==> src/hdl/tli_pkg.sv <==
// ----------------------------------------------------------------------------
// tli_pkg: shared types and constants of the table linear interpolator
// Field widths, payload structs, state encodings and the command/status
// bundles that join the controller and the datapath.
// ----------------------------------------------------------------------------
`default_nettype none

package tli_pkg;

  // default table size
  localparam int TABLE_DEPTH_DEF = 1024;

  // field widths
  localparam int VAL_W    = 48;
  localparam int IDX_IN_W = 10;
  localparam int CNT_IN_W = 11;

  // arithmetic widths: key/value differences, exact product, quotient
  localparam int DIFF_W    = VAL_W + 1;
  localparam int PROD_W    = 2 * DIFF_W;
  localparam int HALF_W    = (DIFF_W + 1) / 2;
  localparam int PP_W      = 2 * HALF_W;
  localparam int MUL_STEPS = 4;
  localparam int QBITS     = 50;
  localparam int Q_W       = QBITS + 1;
  localparam int QCNT_W    = $clog2(QBITS);
  localparam int RES_W     = Q_W + 1;

  // entry count limits and reset value
  localparam int                  MIN_ENTRIES     = 2;
  localparam logic [CNT_IN_W-1:0] ENTRY_COUNT_RST = CNT_IN_W'(MIN_ENTRIES);

  // item kinds
  localparam logic KIND_WRITE = 1'b0;
  localparam logic KIND_QUERY = 1'b1;

  typedef struct packed {
    logic                kind;
    logic [IDX_IN_W-1:0] entry_index;
    logic signed [VAL_W-1:0] x_value;
    logic signed [VAL_W-1:0] y_value;
  } tli_in_t;

  typedef struct packed {
    logic signed [VAL_W-1:0] result_value;
    logic                    in_range;
  } tli_out_t;

  typedef enum logic [3:0] {
    ST_IDLE,
    ST_CHK_LO,
    ST_CHK_HI,
    ST_SEARCH,
    ST_GET_LO,
    ST_GET_HI,
    ST_START,
    ST_CALC,
    ST_FIN,
    ST_OOR
  } ctrl_state_t;

  typedef enum logic [2:0] {
    RD_FIRST,
    RD_LAST,
    RD_MID,
    RD_LO,
    RD_LO1
  } rd_sel_t;

  typedef enum logic [2:0] {
    MD_IDLE,
    MD_MUL,
    MD_ACC,
    MD_CHECK,
    MD_DIV,
    MD_DONE
  } md_phase_t;

  typedef struct packed {
    logic    wr_en;
    logic    start_query;
    rd_sel_t rd_sel;
    logic    step;
    logic    load_lo;
    logic    load_diff;
    logic    md_start;
    logic    out_load;
    logic    out_hit;
  } tli_cmd_t;

  typedef struct packed {
    logic x_lt_key;
    logic x_gt_key;
    logic more;
    logic md_done;
  } tli_status_t;

endpackage

`default_nettype wire

==> src/hdl/tli_ctrl.sv <==
// ----------------------------------------------------------------------------
// tli_ctrl: sequencer for writes, range checks, bisection and division
// Accepts items in idle, walks one query through the datapath and hands the
// result to the output register, which it holds while the sink stalls.
// ----------------------------------------------------------------------------
`default_nettype none

module tli_ctrl (
  input  wire logic                 clk,
  input  wire logic                 rst_n,
  input  wire logic                 in_valid,
  input  wire logic                 in_kind,
  output logic                      in_ready,
  output logic                      out_valid,
  input  wire logic                 out_ready,
  input  wire tli_pkg::tli_status_t status,
  output tli_pkg::tli_cmd_t         cmd
);

  tli_pkg::ctrl_state_t state_r, state_nxt;
  logic                 out_valid_r, out_valid_nxt;
  logic                 out_free;

  assign in_ready = (state_r == tli_pkg::ST_IDLE);
  assign out_free = !out_valid_r || out_ready;

  // next state and commands
  always_comb begin
    state_nxt = state_r;
    cmd       = '0;
    cmd.rd_sel = tli_pkg::RD_FIRST;
    unique case (state_r)
      tli_pkg::ST_IDLE: begin
        if (in_valid && in_kind == tli_pkg::KIND_QUERY) begin
          cmd.start_query = 1'b1;
          state_nxt       = tli_pkg::ST_CHK_LO;
        end else if (in_valid) begin
          cmd.wr_en = 1'b1;
        end
      end
      tli_pkg::ST_CHK_LO: begin
        cmd.rd_sel = tli_pkg::RD_LAST;
        state_nxt  = status.x_lt_key ? tli_pkg::ST_OOR : tli_pkg::ST_CHK_HI;
      end
      tli_pkg::ST_CHK_HI: begin
        if (status.x_gt_key) begin
          state_nxt = tli_pkg::ST_OOR;
        end else if (status.more) begin
          cmd.rd_sel = tli_pkg::RD_MID;
          state_nxt  = tli_pkg::ST_SEARCH;
        end else begin
          cmd.rd_sel = tli_pkg::RD_LO;
          state_nxt  = tli_pkg::ST_GET_LO;
        end
      end
      tli_pkg::ST_SEARCH: begin
        cmd.step = 1'b1;
        if (status.more) begin
          cmd.rd_sel = tli_pkg::RD_MID;
        end else begin
          cmd.rd_sel = tli_pkg::RD_LO;
          state_nxt  = tli_pkg::ST_GET_LO;
        end
      end
      tli_pkg::ST_GET_LO: begin
        cmd.load_lo = 1'b1;
        cmd.rd_sel  = tli_pkg::RD_LO1;
        state_nxt   = tli_pkg::ST_GET_HI;
      end
      tli_pkg::ST_GET_HI: begin
        cmd.load_diff = 1'b1;
        state_nxt     = tli_pkg::ST_START;
      end
      tli_pkg::ST_START: begin
        cmd.md_start = 1'b1;
        state_nxt    = tli_pkg::ST_CALC;
      end
      tli_pkg::ST_CALC: begin
        if (status.md_done) begin
          state_nxt = tli_pkg::ST_FIN;
        end
      end
      tli_pkg::ST_FIN: begin
        if (out_free) begin
          cmd.out_load = 1'b1;
          cmd.out_hit  = 1'b1;
          state_nxt    = tli_pkg::ST_IDLE;
        end
      end
      tli_pkg::ST_OOR: begin
        if (out_free) begin
          cmd.out_load = 1'b1;
          state_nxt    = tli_pkg::ST_IDLE;
        end
      end
      default: begin
        state_nxt = tli_pkg::ST_IDLE;
      end
    endcase
  end

  // output valid: set on load, cleared when the beat is taken
  always_comb begin
    if (cmd.out_load) begin
      out_valid_nxt = 1'b1;
    end else if (out_ready) begin
      out_valid_nxt = 1'b0;
    end else begin
      out_valid_nxt = out_valid_r;
    end
  end

  always_ff @(posedge clk) begin
    if (!rst_n) begin
      state_r     <= tli_pkg::ST_IDLE;
      out_valid_r <= 1'b0;
    end else begin
      state_r     <= state_nxt;
      out_valid_r <= out_valid_nxt;
    end
  end

  assign out_valid = out_valid_r;

`ifndef SYNTHESIS
  // a result appears only from the finish or out-of-range step
  a_result_source: assert property (@(posedge clk) disable iff (!rst_n)
    $rose(out_valid_r) |-> $past(state_r == tli_pkg::ST_FIN || state_r == tli_pkg::ST_OOR))
    else $error("result raised outside a finishing step");

  // an accepted query starts with the lower range check
  a_query_start: assert property (@(posedge clk) disable iff (!rst_n)
    (in_valid && in_ready && in_kind == tli_pkg::KIND_QUERY) |=> (state_r == tli_pkg::ST_CHK_LO))
    else $error("query accepted without starting the range check");
`endif

endmodule

`default_nettype wire

==> config.mk <==
export PLATFORM = sky130hd
export DESIGN_NAME = tli_ctrl
export DESIGN_NICKNAME = d
export VERILOG_FILES = /design/src/hdl/tli_pkg.sv /design/src/hdl/tli_ctrl.sv
export SDC_FILE = /design/constraint.sdc
export NUM_CORES = 1
export LEC_CHECK = 0
export ABC_AREA = 1
export BUFFER_PORTS_ARGS = -buffer_cell sky130_fd_sc_hd__buf_2
export CAP_MARGIN = 20
export CORE_AREA = 2 2 39 41
export DETAILED_ROUTE_END_ITERATION = 6
export DIE_AREA = 0 0 41 43
export PLACE_DENSITY_LB_ADDON = 0.15
export SYNTH_ARGS = -nofsm -noshare
export SYNTH_HDL_FRONTEND = slang
export SYNTH_SLANG_ARGS = --single-unit
==> constraint.sdc <==
create_clock -name clk -period 2 [get_ports clk]
set_input_delay 0.4 -clock clk [delete_from_list [all_inputs] [get_ports clk]]
set_output_delay 0.4 -clock clk [all_outputs]
set_load 0.1 [all_outputs]
# Word-level counts from Yosys, hierarchy flattened
# Index checks and enable logic that the tools add are counted.
# op_classes
n_eq_ne	13
n_reduce_logical	7
mux	25
# ops
cell	n
case mux 4 bit (9 select lines)	1
two-way mux 4 bit	6
== test 4 x 3 -> 1 bit, second input constant	4
two-way mux 1 bit	12
case mux 3 bit (4 select lines)	1
== test 4 x 2 -> 1 bit, second input constant	2
== test 4 bit, second input constant	2
two-way mux 2 bit	3
== test 4 x 1 -> 1 bit, second input constant	1
logical NOT 4 bit	1
inequality test 2 x 1 -> 1 bit, second input constant	2
inequality test 2 bit, second input constant	2
AND reduction 4 bit	1
two-way mux 3 bit	1
case mux 1 bit (2 select lines)	1
nonzero test 2 bit	1
OR reduction 2 bit	1
logical AND 1 bit	1
logical NOT 1 bit	1
logical OR 1 bit	1
# word_totals
wordCells	47
register_bits	5
in_bits	9
output_inout_bits	13

# Depth between registers and ports, before layout
# depth
depth_word	5
ltp_mapped	8
ltp_nobuf	8

# Least setup slack after synthesis
# OpenSTA, ideal clock, no wires.
# synth_path
path_kind	register to output
from	reg out_valid_r (netlist: out_valid)
to	out cmd[0] in the netlist's numbering
n_path_buf	0
arrival_time_ns	2.914
required_ns	1.600
setup_slack_ns	-1.314
stages_incl_launch_ff	4
path_cell_list	dfxtp_1 > inv_1 > nor2_1 > nor3_1
# synth_rtl
element	line_no	text
from (decl)	tli_ctrl.sv:21	logic out_valid_r, out_valid_nxt;
from (signal assigned)	tli_ctrl.sv:119	out_valid_r <= out_valid_nxt;
to (decl)	tli_ctrl.sv:17	output tli_pkg::tli_cmd_t cmd

==> results_tabular.tex <==
\begin{tabular}{lr}
\hline
Metric & Value \\
\hline
\multicolumn{2}{l}{\textbf{Pwr}} \\
Pwr per Cell Area & $\sim$1200 nW/µm² \\
Total leakage power & approximately 0.00039 µW \\
Peak VDD IR & just over 0.7 mV \\
\multicolumn{2}{l}{\textbf{Logic synthesis}} \\
XOR/XNOR Fraction of Synth Area & 0\% \\
Portion of netlist area occupied by mux cells & 0\% \\
Synth Register Bits & 5 \\
Share of the synthesized area in the top cell type & 20.1\% \\
Count of synthesis-stage warnings from yosys & 0 \\
Main combinational cell family by area after synthesis & simple AND/OR/NAND/NOR gates \\
Cell Area, Synth & 499 µm² \\
Synth cell types & 18 \\
Syn\_area\_per\_cell & 6.16 µm² \\
Adder and majority gate portion of the synthesized area & 0\% \\
Total nets after synthesis & 90 \\
Cell taking the most area after synthesis & sky130\_fd\_sc\_hd\_\_dfxtp\_1 \\
Number of cells produced by synthesis & roughly 80 \\
Main area contributors after synthesis & sky130\_fd\_sc\_hd\_\_dfxtp\_1 20\%, sky130\_fd\_sc\_hd\_\_nand2\_1 11\%, sky130\_fd\_sc\_hd\_\_nor2\_4 9.0\%, sky130\_fd\_sc\_hd\_\_inv\_1 8.3\%, sky130\_fd\_sc\_hd\_\_nand3\_1 8.0\% \\
Post-synthesis compound-gate area fraction & 8.77\% \\
Proportion of synthesized chip area in sequential cells & roughly a fifth \\
Simple-Gate Fraction of Synth Area & a little under three fifths \\
\multicolumn{2}{l}{\textbf{Timing}} \\
Maximum clock rate & 526 MHz \\
Final period utilization & roughly 95\% \\
Number of setup violations in the final report & 0 \\
Final Max Tran Viols & 0 \\
Transition time at the pin with the least slew margin & 0.486 ns \\
Rel. slew slack & between 60\% and 70\% \\
Accumulated negative setup slack & 0 ns \\
Worst setup skew after layout & 0.00184 ns \\
Final period demand of the worst path & roughly 1.9 ns \\
Final hold violation count & 0 \\
Final worst-path setup slack & about 0.098 ns \\
RSZ-0062 raised after global routing & false \\
\multicolumn{2}{l}{\textbf{Critical path}} \\
CP Capture Type & output pin \\
Capturing point of the worst reg2reg path & state\_r[1] \\
Peak fanout along the critical path & 4 \\
Minimum setup slack among reg-to-reg paths & 0.72 ns \\
Critical path data required time & $\sim$1.6 ns \\
Worst R2R Path Depth & 6 \\
Crit Reg-Reg Startpoint & state\_r[0] \\
Startpoint type of the worst setup path & flop \\
Crit path DAT & approximately 1.5 ns \\
Critical setup path kind & reg -> out \\
\multicolumn{2}{l}{\textbf{Detailed routing}} \\
Drt first-iter violations & 3 \\
Total number of vias & 587 \\
Post-DRT Antenna Nets & 0 \\
Average vias per placed instance & just under 5 \\
Detailed Route WL & about 1200 µm \\
Number of iterations in the first detailed-routing pass & 3 \\
Number of DRC violations after detailed routing & 0 \\
Avg WL per Cell & around 10 µm \\
\multicolumn{2}{l}{\textbf{Die}} \\
Height of the chip & 43 µm \\
Area enclosed by the die boundary & 1760 µm² \\
Core Rows & 14 \\
Ports & 22 \\
Std-Cell Core Area & about 1400 µm² \\
Die W & between 40 and 50 µm \\
Initial Util & 36.1\% \\
\multicolumn{2}{l}{\textbf{Flow run}} \\
Maximum capacitance violations & 0 \\
\multicolumn{2}{l}{\textbf{Placed design}} \\
Placer Congestion & between 0.8 and 0.9 \\
Number of instances in the placed design & about 120 \\
Placed cell areas & 785 µm² \\
DP Worst Slack & 0.209 ns \\
Sum of net half-perimeters after detailed placement & around 1000 µm \\
Total of buffers placed on input and output ports & 21 \\
\multicolumn{2}{l}{\textbf{Clock network}} \\
Worst-Skew Late Latency & 0.24 ns \\
Count of hold-fix buffers inserted at cts & 0 \\
Worst-case clock buffer depth & 2 \\
Root buffer selected by CTS & sky130\_fd\_sc\_hd\_\_clkbuf\_4 \\
CTS tree & done \\
Sinks on Clock Net & 5 \\
Number of buffers inserted to repair setup after CTS & 0 \\
Clock-pin transition on the worst setup and hold timing paths & about 0.040 ns \\
Number of gates given a new drive strength after cts & 1 \\
Number of H-tree branching levels & 1 \\
Number of buffers added by the clock tree synthesis step & 3 \\
\multicolumn{2}{l}{\textbf{Finish}} \\
Number of fill cells & between 100 and 150 \\
Layout net count & roughly 110 \\
Antenna cell count & 0 \\
Fraction of final layout cells sized beyond drive strength 1 & 55.8\% \\
Layout Cells excl Fill & 120 \\
Share of the core filled with cells & approximately three fifths \\
Signed area change from the synthesized netlist to the final layout & 62.7\% \\
Summed area of non-filler cells in the final layout & $\sim$810 µm² \\
\multicolumn{2}{l}{\textbf{GRT}} \\
Total overflow reported by the global router & 0 \\
Global-route wire length before repair & 2250 µm \\
Antenna violations before repair & 0 \\
Largest net degree at the start of global routing & 11 \\
Via count of the first global-routing pass & between 500 and 600 \\
Global-route total usage across every layer & between 10\% and 20\% \\
\multicolumn{2}{l}{\textbf{Worst hold path}} \\
Worst min-delay path endpoint & out\_valid \\
Path class of the lowest-slack min-delay path & in -> reg \\
Cell count of the worst hold path & 2 \\
Hold Path Origin & rst\_n \\
\multicolumn{2}{l}{\textbf{Outcome}} \\
Result of the run & complete, no violations \\
\hline
\end{tabular}
## how the worst max path moves through the flow
stage	slack, ns	cells past startpoint	start	to
CTS	0.09	5	state_r[3]	cmd[1]
global placement	0.24	6	state_r[0]	cmd[6]
finish	0.1	5	state_r[3]	cmd[1]
detailed placement	0.21	6	state_r[0]	cmd[6]
floorplan	-0.15	4	state_r[2]	cmd[4]
global route	0.004	5	state_r[3]	cmd[1]
## where the power goes
group	total, µW	switching, µW	internal, µW
sequential	168	48.7	119
combinational	719	486	233
clock	114	38.6	75.2
total	1000	573	427
## flip-flops by register name (all words and copies together) (netlist names)
signal	count
state_r	4
out_valid	1
## logic make-up after synthesis
logic type | after synthesis
simple gates | 52
buf+inv | 17
compound gates | 7
flops | 5
## layout make-up
| type | instances | area [µm²] | share of cell area, % |
|---|---|---|---|
| clock buffer | 4 | 26.3 | 3.24 |
| inverter | 15 | 60.1 | 7.40 |
| multi-input combinational | 59 | 385 | 47.5 |
| sequential | 5 | 110 | 13.6 |
| tap | 16 | 20.0 | 2.47 |
| timing repair buffer | 21 | 210 | 25.9 |
## placed cells by master, fill, tap and decap left out, types with 2 or more instances in the layout
cell,n
sky130_fd_sc_hd__buf_12,7
sky130_fd_sc_hd__a21oi_1,2
sky130_fd_sc_hd__nor2_2,4
sky130_fd_sc_hd__inv_2,4
sky130_fd_sc_hd__nor2_1,6
sky130_fd_sc_hd__clkbuf_4,3
sky130_fd_sc_hd__nand4_1,3
sky130_fd_sc_hd__dfxtp_2,2
sky130_fd_sc_hd__buf_2,14
sky130_fd_sc_hd__nand2_1,12
sky130_fd_sc_hd__nor2_4,5
sky130_fd_sc_hd__nor3_2,2
sky130_fd_sc_hd__inv_1,10
sky130_fd_sc_hd__dfxtp_4,2
sky130_fd_sc_hd__nand2_2,7
sky130_fd_sc_hd__nand3_2,3
sky130_fd_sc_hd__nand3_1,8
## per-layer routing
metal	vias up	part of all wire [%]	global-route usage, %
met5	-	0	0
li1	302	-	-
met3	0	6.8	6.81
met2	19	52	28.4
met1	266	42	22.9
met4	0	0	4.67
## synth_stat cells
| library cell | count |
|---|---|
| sky130_fd_sc_hd__dfxtp_1 | 5 |
| sky130_fd_sc_hd__inv_2 | 4 |
| sky130_fd_sc_hd__nand2_2 | 5 |
| sky130_fd_sc_hd__a21o_1 | 1 |
| sky130_fd_sc_hd__inv_1 | 11 |
| sky130_fd_sc_hd__o21a_1 | 1 |
| sky130_fd_sc_hd__o21ai_1 | 2 |
| sky130_fd_sc_hd__nor2_2 | 2 |
| sky130_fd_sc_hd__a21oi_2 | 1 |
| sky130_fd_sc_hd__nand3_1 | 8 |
| sky130_fd_sc_hd__nor3_1 | 4 |
| sky130_fd_sc_hd__buf_4 | 2 |
| sky130_fd_sc_hd__nor2_1 | 9 |
| sky130_fd_sc_hd__a21oi_1 | 2 |
| sky130_fd_sc_hd__nor2_4 | 4 |
| sky130_fd_sc_hd__nand4_1 | 3 |
| sky130_fd_sc_hd__nand3_2 | 3 |
| sky130_fd_sc_hd__nand2_1 | 14 |
## critical path, stage by stage (launching register included)
cell and delay, ns:
sky130_fd_sc_hd__dfxtp_2 0.39, sky130_fd_sc_hd__inv_1 0.08, sky130_fd_sc_hd__nor2_2 0.10, sky130_fd_sc_hd__nand2_1 0.11, sky130_fd_sc_hd__nor2_1 0.14, sky130_fd_sc_hd__buf_2 0.44
## stage by stage
stage	hold slack (ns)	total power (µW)
after CTS	0.383	1010
after floorplan	0.518	697
final	0.381	1000
after global routing	0.404	1060
after detailed placement	0.630	889
after global placement	0.621	884
Note: power is estimated with default switching activity, not from simulation.
